<file path="src/rtl/crl_ram.sv">
// Generic single-write, single-read RAM with a registered read port.
// Self-contained; read during a write to the same address returns old data.
`default_nettype none

module crl_ram #(
    parameter int WIDTH = 8,
    parameter int DEPTH = 16
) (
    input  wire                                          i_clk,
    input  wire                                          i_we,
    input  wire [((DEPTH > 1) ? $clog2(DEPTH) : 1)-1:0]  i_waddr,
    input  wire [WIDTH-1:0]                              i_wdata,
    input  wire [((DEPTH > 1) ? $clog2(DEPTH) : 1)-1:0]  i_raddr,
    output logic [WIDTH-1:0]                             o_rdata
);

    logic [WIDTH-1:0] r_mem [DEPTH];

    always_ff @(posedge i_clk) begin
        if (i_we) begin
            r_mem[i_waddr] <= i_wdata;
        end
        o_rdata <= r_mem[i_raddr];
    end

endmodule

`default_nettype wire

</file>
<file path="config.mk">
export PLATFORM = sky130hd
export DESIGN_NAME = crl_ram
export DESIGN_NICKNAME = d
export VERILOG_FILES = /design/src/rtl/crl_ram.sv
export SDC_FILE = /design/constraint.sdc
export NUM_CORES = 1
export LEC_CHECK = 0
export BUFFER_PORTS_ARGS = -buffer_cell sky130_fd_sc_hd__buf_4
export CAP_MARGIN = 20
export CELL_PAD_IN_SITES_DETAIL_PLACEMENT = 1
export CELL_PAD_IN_SITES_GLOBAL_PLACEMENT = 1
export CORE_MARGIN = 5
export CORE_UTILIZATION = 50
export CTS_CLUSTER_DIAMETER = 150
export DETAILED_ROUTE_END_ITERATION = 12
export GPL_ROUTABILITY_DRIVEN = 0
export PLACE_DENSITY_LB_ADDON = 0.1
export REMOVE_ABC_BUFFERS = 1
export SYNTH_ARGS = -nofsm -noshare
export SYNTH_HDL_FRONTEND = slang
export SYNTH_SLANG_ARGS = --single-unit
</file>
<file path="constraint.sdc">
create_clock -name i_clk -period 4 [get_ports i_clk]
set_input_delay 0.4 -clock i_clk [delete_from_list [all_inputs] [get_ports i_clk]]
set_output_delay 0.4 -clock i_clk [all_outputs]
set_load 0.02 [all_outputs]
</file>
==> results.yml <==
critical_path:
  crit_path_end_kind: "flop"
  r2r_end: "o_rdata[7]"
  path_delay_family: "multiplexers"
  required_ns: 4.39
  crit_path_top_delay_cell: "mux4_2"
  cp_max_fo: 32
  path_buf_inv: 1
  worstSetupPathType: "primary input to flop"
  cp-endpoint: "o_rdata[7]"
  startpoint_type: "primary input"
  arrival_ns: 1.96
  worstSetupStartpoint: "i_raddr[0]"
  r2r_cells: 3
  crit_chain: "buf_4, mux4_2, a22oi_1, nand2_1"
  r2r-start: "r_mem[9][7]"
  reg2reg_slack_ns: 2.55
  cp.depth: 4
  critPathMaxStageDelay_ns: 0.57
worst_hold_path:
  hp-class: "primary input to flop"
power_and_ir_drop:
  switching_share_pct: 20.3
  p_comb_share_pct: 4.9
  peakVddDrop_mv: 0.363
  powerDensity_nw_per_um2: 545
  intPower_uw: 2640
  leakage_uw: 0.00204
  clockPowerShare_pct: 46.7
  total_power_uw: 3320
  p_seq_share_pct: 48.4
  power_switching_uw: 674
floorplanning:
  core_region_area_um2: 10200
  fp.dieArea_um2: 12400
  num_rows: 37
  die_y_um: 111
  io_pins: 26
  die_w_um: 111
  initial_core_util_pct: 50.5
clock_tree:
  cts_made_buffers: 17
  htreeDepth: 4
  cts.reportedPaths.clkPinSlew_ns: 0.06
  ctsResizeCount: 0
  cts_root_buffer: "clkbuf_8"
  post-cts-setup-buffers: 0
  clock_sinks: 136
  cts_tree: "done"
  clkLatencyLatePin_ns: 0.52
  cts_buffer_depth: 2
  ctsHoldBuffers: 0
timing:
  finalHoldViolCount: 0
  slew_headroom_pct: 31.8
  finalSetupViolCount: 0
  fin_setup_tns_ns: 0
  min_period_ns: 1.58
  finClkSkew_ns: 0.00625
  final_max_slew_viol_count: 0
  timing.final.crit_share_pct: 39.4
  max_slew.worst_pin.slew_ns: 1.02
  rsz0062_at_grt: "no"
  fmax_ghz: 0.635
placed_design:
  port_buffers: 25
  placed_cells: 383
  hpwl_um: 6950
global_routing:
  grt_overflow: 0
  grt_max_degree: 33
  antenna_found_initial: 0
  grt_pass1_wl_um: 17000
  first_global_vias: 2697
  grtUsageTotal_pct: 19.3
synthesis:
  yosysTopAreaCell: "edfxtp_1"
  synth_top_area_share_pct: 74.7
  synthTopCellsByArea: "edfxtp_1, mux4_2, mux4_1"
  syn_area_um2: 5150
  syn_inst: 229
  ys_ff_latch: 136
  synth_cell_types: 19
  yosys_warnings: 0
  syn_avg_cell_area_um2: 22.5
  ys_seq_area_share_pct: 77.8
finish:
  area_growth_pct: 18.2
  drive_above_1_share_pct: 29.3
  final_cells: 419
  fill_cells: 869
  antenna_cells: 0
  nets: 288
drt:
  wl_met3_um: 616
  ant_nets: 0
  drt_wl_total_um: 11000
  first_pass_iters: 4
  num_vias: 2440
  route.met2.wl_um: 5270
  drtIter0Drc: 152
  top_layer: "met4"
  avgRoutedWirePerCell_um: 26.2
  via_per_inst: 5.82
  drc: 0
  drt-met1-wl_um: 4890
flow_run:
  maxCapViolCount: 0
status:
  status: "completed"
## worst min path at each step
stage / startpoint / endpoint / slack [ns] / cells after the start
after global routing: i_wdata[6] / r_mem[13][6] / 0.18 / 1
after CTS: i_wdata[6] / r_mem[14][6] / 0.18 / 1
after detailed placement: r_mem[7][7] / o_rdata[7] / 0.68 / 3
after floorplan: i_wdata[0] / r_mem[0][0] / 0.50 / 0
after global placement: r_mem[11][3] / o_rdata[3] / 0.66 / 3
final: i_wdata[6] / r_mem[14][6] / 0.19 / 1
## power by group through the flow
stage               logic, µW  registers [µW]  clock network, µW
finish                    164            1600               1550
CTS                       166            1600               1570
global placement          162            1630                  0
global route              177            1610               1650
detailed placement        166            1630                  0
floorplan                63.9            1640                  0
## synthesized netlist by cell type, drive strengths merged
cell type and count:
nand2 9, clkdlybuf4s25 3, and2 1, nor3 4, buf 7, dfxtp 8
and2b 1, nand3 1, nand2b 2, edfxtp 128, nor2b 1, nor2 13
nand3b 2, mux4 32, or3b 1, a22oi 16
## layout by cell type (no fill, tap or decap), types with 2 or more instances in the layout
cell and n:
clkbuf_8 3, buf_4 27, a22oi_1 16, clkinv_4 2, dfxtp_1 8, nor3_1 3
mux4_2 18, nand2_1 9, nand3b_1 2, clkinv_2 4, clkinvlp_4 3, bufinv_16 3
mux4_1 14, clkbuf_16 16, nand2b_1 2, buf_6 4, nor2_1 13, edfxtp_1 128
## area by class of cell
class,instances,area [µm²],share of cell area (%)
sequential,136,4000,65.8
clock inverter,12,150,2.47
multi-input combinational,83,1060,17.5
timing repair buffer,32,253,4.15
clock buffer,20,445,7.32
tap,136,170,2.80
## cells by family after synthesis
| group | after synthesis | share of synthesized area [%] |
|---|---|---|
| flip-flops | 136 | 77.8 |
| AO/OA/AOI/OAI | 16 | 2.33 |
| multiplexers | 32 | 15.0 |
| AND/OR/NAND/NOR | 35 | 3.18 |
| buffers and inverters | 10 | 1.68 |
## layer usage
layer / up-vias / track usage [%]
met5: - / 0
met4: 0 / 7.79
met3: 17 / 5.11
met2: 77 / 28.9
met1: 1289 / 27.3
li1: 1057 / -
## state kept, by name, summed over array words and instances, names as in the netlist
name and count:
o_rdata 8, r_mem 128
## per-stage QoR
stage / setup WS (ns) / utilization, % / area (µm²) / hold slack [ns]
finish: 2.42 / 59.7 / 6080 / 0.193
global route: 2.34 / 59.7 / 6080 / 0.180
CTS: 2.18 / 59.4 / 6050 / 0.179
detailed placement: 1.62 / 53.5 / 5450 / 0.683
global placement: 1.81 / 53.4 / 5440 / 0.661
floorplan: 2.11 / - / 5060 / 0.499
## worst register-to-register path, cell delays in order, from the launching register on
cell	delay (ns)
edfxtp_1	0.37
mux4_2	0.45
a22oi_1	0.39
nand2_1	0.10
Note: power is estimated with default switching activity, not from simulation.
