[config.mk]
export PLATFORM = sky130hd
export DESIGN_NAME = crl_cam
export DESIGN_NICKNAME = d
export VERILOG_FILES = /design/src/rtl/crl_pkg.sv /design/src/rtl/crl_cam.sv
export SDC_FILE = /design/constraint.sdc
export NUM_CORES = 2
export LEC_CHECK = 0
export BUFFER_PORTS_ARGS = -buffer_cell sky130_fd_sc_hd__buf_2
export CAP_MARGIN = 20
export CORE_ASPECT_RATIO = 1.5
export CORE_MARGIN = 1.5
export CORE_UTILIZATION = 50
export DETAILED_ROUTE_END_ITERATION = 10
export PLACE_DENSITY = 0.65
export SYNTH_ARGS = -nofsm -noshare
export SYNTH_HDL_FRONTEND = slang
export SYNTH_SLANG_ARGS = --single-unit
[constraint.sdc]
create_clock -name i_clk -period 5.8 [get_ports i_clk]
set_input_delay 0.58 -clock i_clk [delete_from_list [all_inputs] [get_ports i_clk]]
set_output_delay 0.58 -clock i_clk [all_outputs]
set_load 0.03 [all_outputs]
[src/rtl/crl_pkg.sv]
// Shared types and constants for the connection rate limiter.
// No dependencies; every other file of the block but crl_ram imports this package.
`default_nettype none

package crl_pkg;

    localparam int TABLE_ENTRIES = 64;
    localparam int IDX_W = (TABLE_ENTRIES > 1) ? $clog2(TABLE_ENTRIES) : 1;

    localparam int ADDR_W  = 32;
    localparam int TIME_W  = 48;
    localparam int COUNT_W = 16;
    localparam int CFG_W   = 20;
    localparam int CFG_IDX_W = 2;

    localparam logic [CFG_IDX_W-1:0] CFG_WINDOW_MS      = 2'd0;
    localparam logic [CFG_IDX_W-1:0] CFG_MAX_PER_WINDOW = 2'd1;
    localparam logic [CFG_IDX_W-1:0] CFG_BLOCK_MS       = 2'd2;

    localparam logic [15:0] WINDOW_MS_RESET      = 16'd1000;
    localparam logic [15:0] MAX_PER_WINDOW_RESET = 16'd10;
    localparam logic [19:0] BLOCK_MS_RESET       = 20'd10000;

    typedef enum logic [2:0] {
        VC_KNOWN_OK = 3'd0,
        VC_NEW      = 3'd1,
        VC_ZERO     = 3'd2,
        VC_BLOCKED  = 3'd3,
        VC_RATE     = 3'd4
    } t_verdict;

    // Outcome of the table lookup for one request.
    typedef enum logic [1:0] {
        KIND_ZERO,
        KIND_FULL,
        KIND_NEW,
        KIND_KNOWN
    } t_kind;

    typedef struct packed {
        logic [ADDR_W-1:0] source_address;
        logic [TIME_W-1:0] now_ms;
    } t_req;

    typedef struct packed {
        logic     accepted;
        t_verdict verdict_code;
        logic     table_full;
    } t_rsp;

    typedef struct packed {
        logic [15:0] window_ms;
        logic [15:0] max_per_window;
        logic [19:0] block_ms;
    } t_cfg;

    typedef struct packed {
        t_kind            kind;
        logic [IDX_W-1:0] idx;
    } t_lookup;

    typedef struct packed {
        logic [TIME_W-1:0]  window_start;
        logic [TIME_W-1:0]  block_until;
        logic [COUNT_W-1:0] attempt_count;
    } t_entry;

    localparam int ENTRY_W = $bits(t_entry);

endpackage

`default_nettype wire

[src/rtl/crl_cam.sv]
// Address table: valid bits and source addresses in flip-flops, compared in
// parallel; allocates the lowest free entry for a new source. Uses crl_pkg.
`default_nettype none

module crl_cam (
    input  wire                          i_clk,
    input  wire                          i_rst_n,
    input  wire                          i_valid,
    input  wire [crl_pkg::ADDR_W-1:0]    i_addr,
    output crl_pkg::t_lookup             o_lookup
);
    import crl_pkg::*;

    logic              r_valid [TABLE_ENTRIES];
    logic [ADDR_W-1:0] r_addr  [TABLE_ENTRIES];

    logic             any_hit;
    logic             any_free;
    logic [IDX_W-1:0] hit_idx;
    logic [IDX_W-1:0] free_idx;
    logic             alloc;

    // Addresses are unique among valid entries, so at most one entry hits.
    always_comb begin
        any_hit  = 1'b0;
        any_free = 1'b0;
        hit_idx  = '0;
        free_idx = '0;
        for (int i = TABLE_ENTRIES - 1; i >= 0; i--) begin
            if (r_valid[i] && (r_addr[i] == i_addr)) begin
                any_hit = 1'b1;
                hit_idx = IDX_W'(i);
            end
            if (!r_valid[i]) begin
                any_free = 1'b1;
                free_idx = IDX_W'(i);
            end
        end
    end

    always_comb begin
        o_lookup.idx = hit_idx;
        alloc        = 1'b0;
        priority if (i_addr == '0) begin
            o_lookup.kind = KIND_ZERO;
        end else if (any_hit) begin
            o_lookup.kind = KIND_KNOWN;
        end else if (any_free) begin
            o_lookup.kind = KIND_NEW;
            o_lookup.idx  = free_idx;
            alloc         = i_valid;
        end else begin
            o_lookup.kind = KIND_FULL;
        end
    end

    always_ff @(posedge i_clk) begin
        if (!i_rst_n) begin
            for (int i = 0; i < TABLE_ENTRIES; i++) begin
                r_valid[i] <= 1'b0;
            end
        end else if (alloc) begin
            r_valid[free_idx] <= 1'b1;
        end
        if (alloc) begin
            r_addr[free_idx] <= i_addr;
        end
    end

endmodule

`default_nettype wire

==> flow_summary.ini <==
[run_status]
outcome = complete, no violations

[timing]
setup_tns_ns = 0
rsz0062_at_grt = false
relSlewSlack_pct = 24.2
setup_viol = 0
worst_pin_slew_ns = 1.12
period_minus_slack_ns = 5.61
finalHoldViolCount = 0
fin_skew_ns = 0.0628
slew_violations = 0
layout_setup_ws_ns = 0.186
fmax_mhz = 178
finalCritPeriodShare_pct = 96.8

[grt]
grt_max_degree = 67
grt_pass1_vias = 48700
top_usage_layer = met2
overflow = 0
grt_util_met2_pct = 46.6
grt_pass1_wl_um = 350000
grt_use_met3_pct = 2.69
use_met1_pct = 34.3
track_usage_pct = 26.5
antenna_found_initial = 7

[logic_synthesis]
synth_seq_cells = 2112
synth.top_cells.by_area = edfxtp_1 (68%), xnor2_1 (16%), xor2_1 (3.8%), nand4_1 (2.8%), dfxtp_1 (1.4%)
ys.flop_type = edfxtp_1
async_flop_share_pct = 0
synth.distinct_cells = 72
postSynthAreaPerCell_sq_um = 15.8
synth_top_area_cell = edfxtp_1
netlist.area_leader.share_pct = 67.9
synth_nets = 5760
yosysSeqAreaShare_pct = 69.3
synth_common_cells = edfxtp_1 (2048), xnor2_1 (1650), nand4_1 (400)
synth-edff-count = 2048
postSynthCellCount = 5725
yosys_warnings = 0
netlist_area_sq_um = 90500
synth_most_common_cell = edfxtp_1

[floorplan]
design.die.area_sq_um = 184000
ios = 43
die_w_um = 350
start_util_pct = 50.2
num_rows = 191
die_h_um = 524
core_area_sq_um = 180000

[clocking]
cts.sinks = 2112
clock_latency_ns = 0.84
post_cts_buffers = 0
clk_path_buf_depth = 4
cts_made_buffers = 197
cts-htree-levels = 4
cts_tree = done
clk_pin_slew_worst_paths_ns = 0.06
ctsHoldBuffers = 0
root_buffer = clkbuf_16

[drt]
wirelength_um = 243000
vias = 49100
dr.pass1.iters = 5
drc = 0
wl_per_cell_um = 28.0
antenna_left = 0
first_iter_violations = 4609
via_per_inst = 5.65

[final_layout]
area_growth_pct = 12.7
fill_cells = 14000
seq_area_sq_um = 62800
final_nets = 6158
final_area_sq_um = 102000
multiInputGateArea_sq_um = 25500
drive_gt1_share_pct = 12.8

[min_path]
hp-start = i_addr[0]
hold_class = input port to flip-flop
hold_path_end = r_addr[63][0]$_DFFE_PP_
min_path_cells = 1

[worst_setup_path]
worstSetupPathType = input port to output pin
r2r_start = r_addr[55][22]$_DFFE_PP_
r2r_cells = 14
path_max_fanout = 45
crit_path_max_incr_delay_ns = 0.89
path_depth = 13
crit_arrival_ns = 5.03
crit_chain = clkbuf_8 > buf_4 > xnor2_1 > and3_1 > nand3_1 > nand4_1 > nor4_1 > and3_1 > and4bb_4 > inv_2 > nor2_1 > or2_1 > buf_2
r2r_slack_ns = 0.69
r2r_end = r_addr[29][0]$_DFFE_PP_
start_kind = input port
crit_family = simple AND/OR/NAND/NOR gates
path_common_cell = and3_1
cp_slowest_cell = nor4_1
timing.critical_path.buf_inv = 4
endpoint_kind = output pin
cp.required_ns = 5.22

[placement]
place_ws_ns = 0.0465
port_buffers = 42
hpwlAfterDp_um = 154000
place_area_sq_um = 96000
gp_congestion = 0.902

[power_and_ir_drop]
peakVddDrop_mv = 0.286
leakage_nw = 31.4
powerDensity_nw_per_um2 = 305
total_power_mw = 31.1

[flow_run]
drv_cap = 0
sequential cells by signal, indices dropped and copies added, names as in the netlist:
signal	count
r_addr	2048
r_valid	64
layer usage:
layer,up-vias,wire (um)
met5,-,13
met4,2,8950
met3,372,11000
met2,1396,125000
met1,25600,98100
li1,21700,-
per-stage QoR:
| stage | instances | hold WS [ns] | util, % |
|---|---|---|---|
| 2_1_floorplan | 5725 | 0.444 | - |
| 3_3_place_gp | 8336 | 0.470 | 53.3 |
| 3_5_place_dp | 8336 | 0.475 | 53.3 |
| 4_1_cts | 8682 | 0.0514 | 56.6 |
| 5_1_grt | 8683 | 0.0739 | 56.6 |
| 6_report | 8684 | 0.0839 | 56.6 |
power breakdown:
part | switching, mW | total [mW] | internal (mW)
clock | 5.51 | 12.4 | 6.85
sequential | 0.0124 | 16.8 | 16.7
combinational | 1.26 | 1.97 | 0.708
how the worst max path moves through the flow:
stage | start | to | slack, ns
2_1_floorplan | i_addr[29] | r_addr[56][0]$_DFFE_PP_ | 1.22
4_1_cts | i_addr[26] | o_lookup[0] | 0.21
5_1_grt | r_addr[58][23]$_DFFE_PP_ | o_lookup[0] | 0.12
3_3_place_gp | i_addr[1] | r_addr[30][9]$_DFFE_PP_ | 0.03
3_5_place_dp | i_addr[1] | r_addr[30][9]$_DFFE_PP_ | 0.05
6_report | i_addr[1] | o_lookup[3] | 0.19
layout by cell type, fill, tap and decap left out, types with 5 or more instances in the layout:
cell and n:
clkbuf_1 42, nand3_2 12, or4_1 5, nor4_1 164, o2111ai_1 6, clkinv_1 48, clkbuf_16 201, and2_1 8
nand3_1 115, nand4_1 400, a31oi_1 10, bufinv_16 12, edfxtp_1 2048, buf_2 10, nand2_1 138, buf_4 311
buf_12 87, clkinv_2 36, xnor2_1 1650, nor2b_1 9, o21ai_0 53, nand2b_1 9, xor2_1 388, o21ai_1 35
clkbuf_8 32, nor2_2 63, nor2_1 40, a21oi_1 19, nand4_2 6, o21a_1 7, inv_1 38, dfxtp_1 64
and3_1 47, nor3_1 73
logic make-up (layout without fill, tap and decap cells):
| logic type | after synthesis | in the layout | synth area share (%) |
|---|---|---|---|
| AND/OR/NAND/NOR | 1118 | 1118 | 7.03 |
| AO/OA/AOI/OAI | 177 | 177 | 1.22 |
| XOR/XNOR | 2038 | 2038 | 19.7 |
| flip-flops | 2112 | 2112 | 69.3 |
| buffers and inverters | 280 | 825 | 2.69 |
| other | 0 | 2 | 0 |
area by class of cell:
type | count | area share [%]
antenna | 2 | 0.00491
clock buffer | 243 | 5.09
clock inverter | 103 | 0.775
inverter | 39 | 0.144
multi-input combinational | 3333 | 25.0
sequential | 2112 | 61.6
tap | 2412 | 2.96
timing repair buffer | 440 | 4.48
timing repair:
item | CTS | global route
endpoints found under the setup margin | 0 | 1
endpoints found under the hold margin | 0 | 0
gates resized for setup | 0 | 1
(Power assumes the default switching activity.)
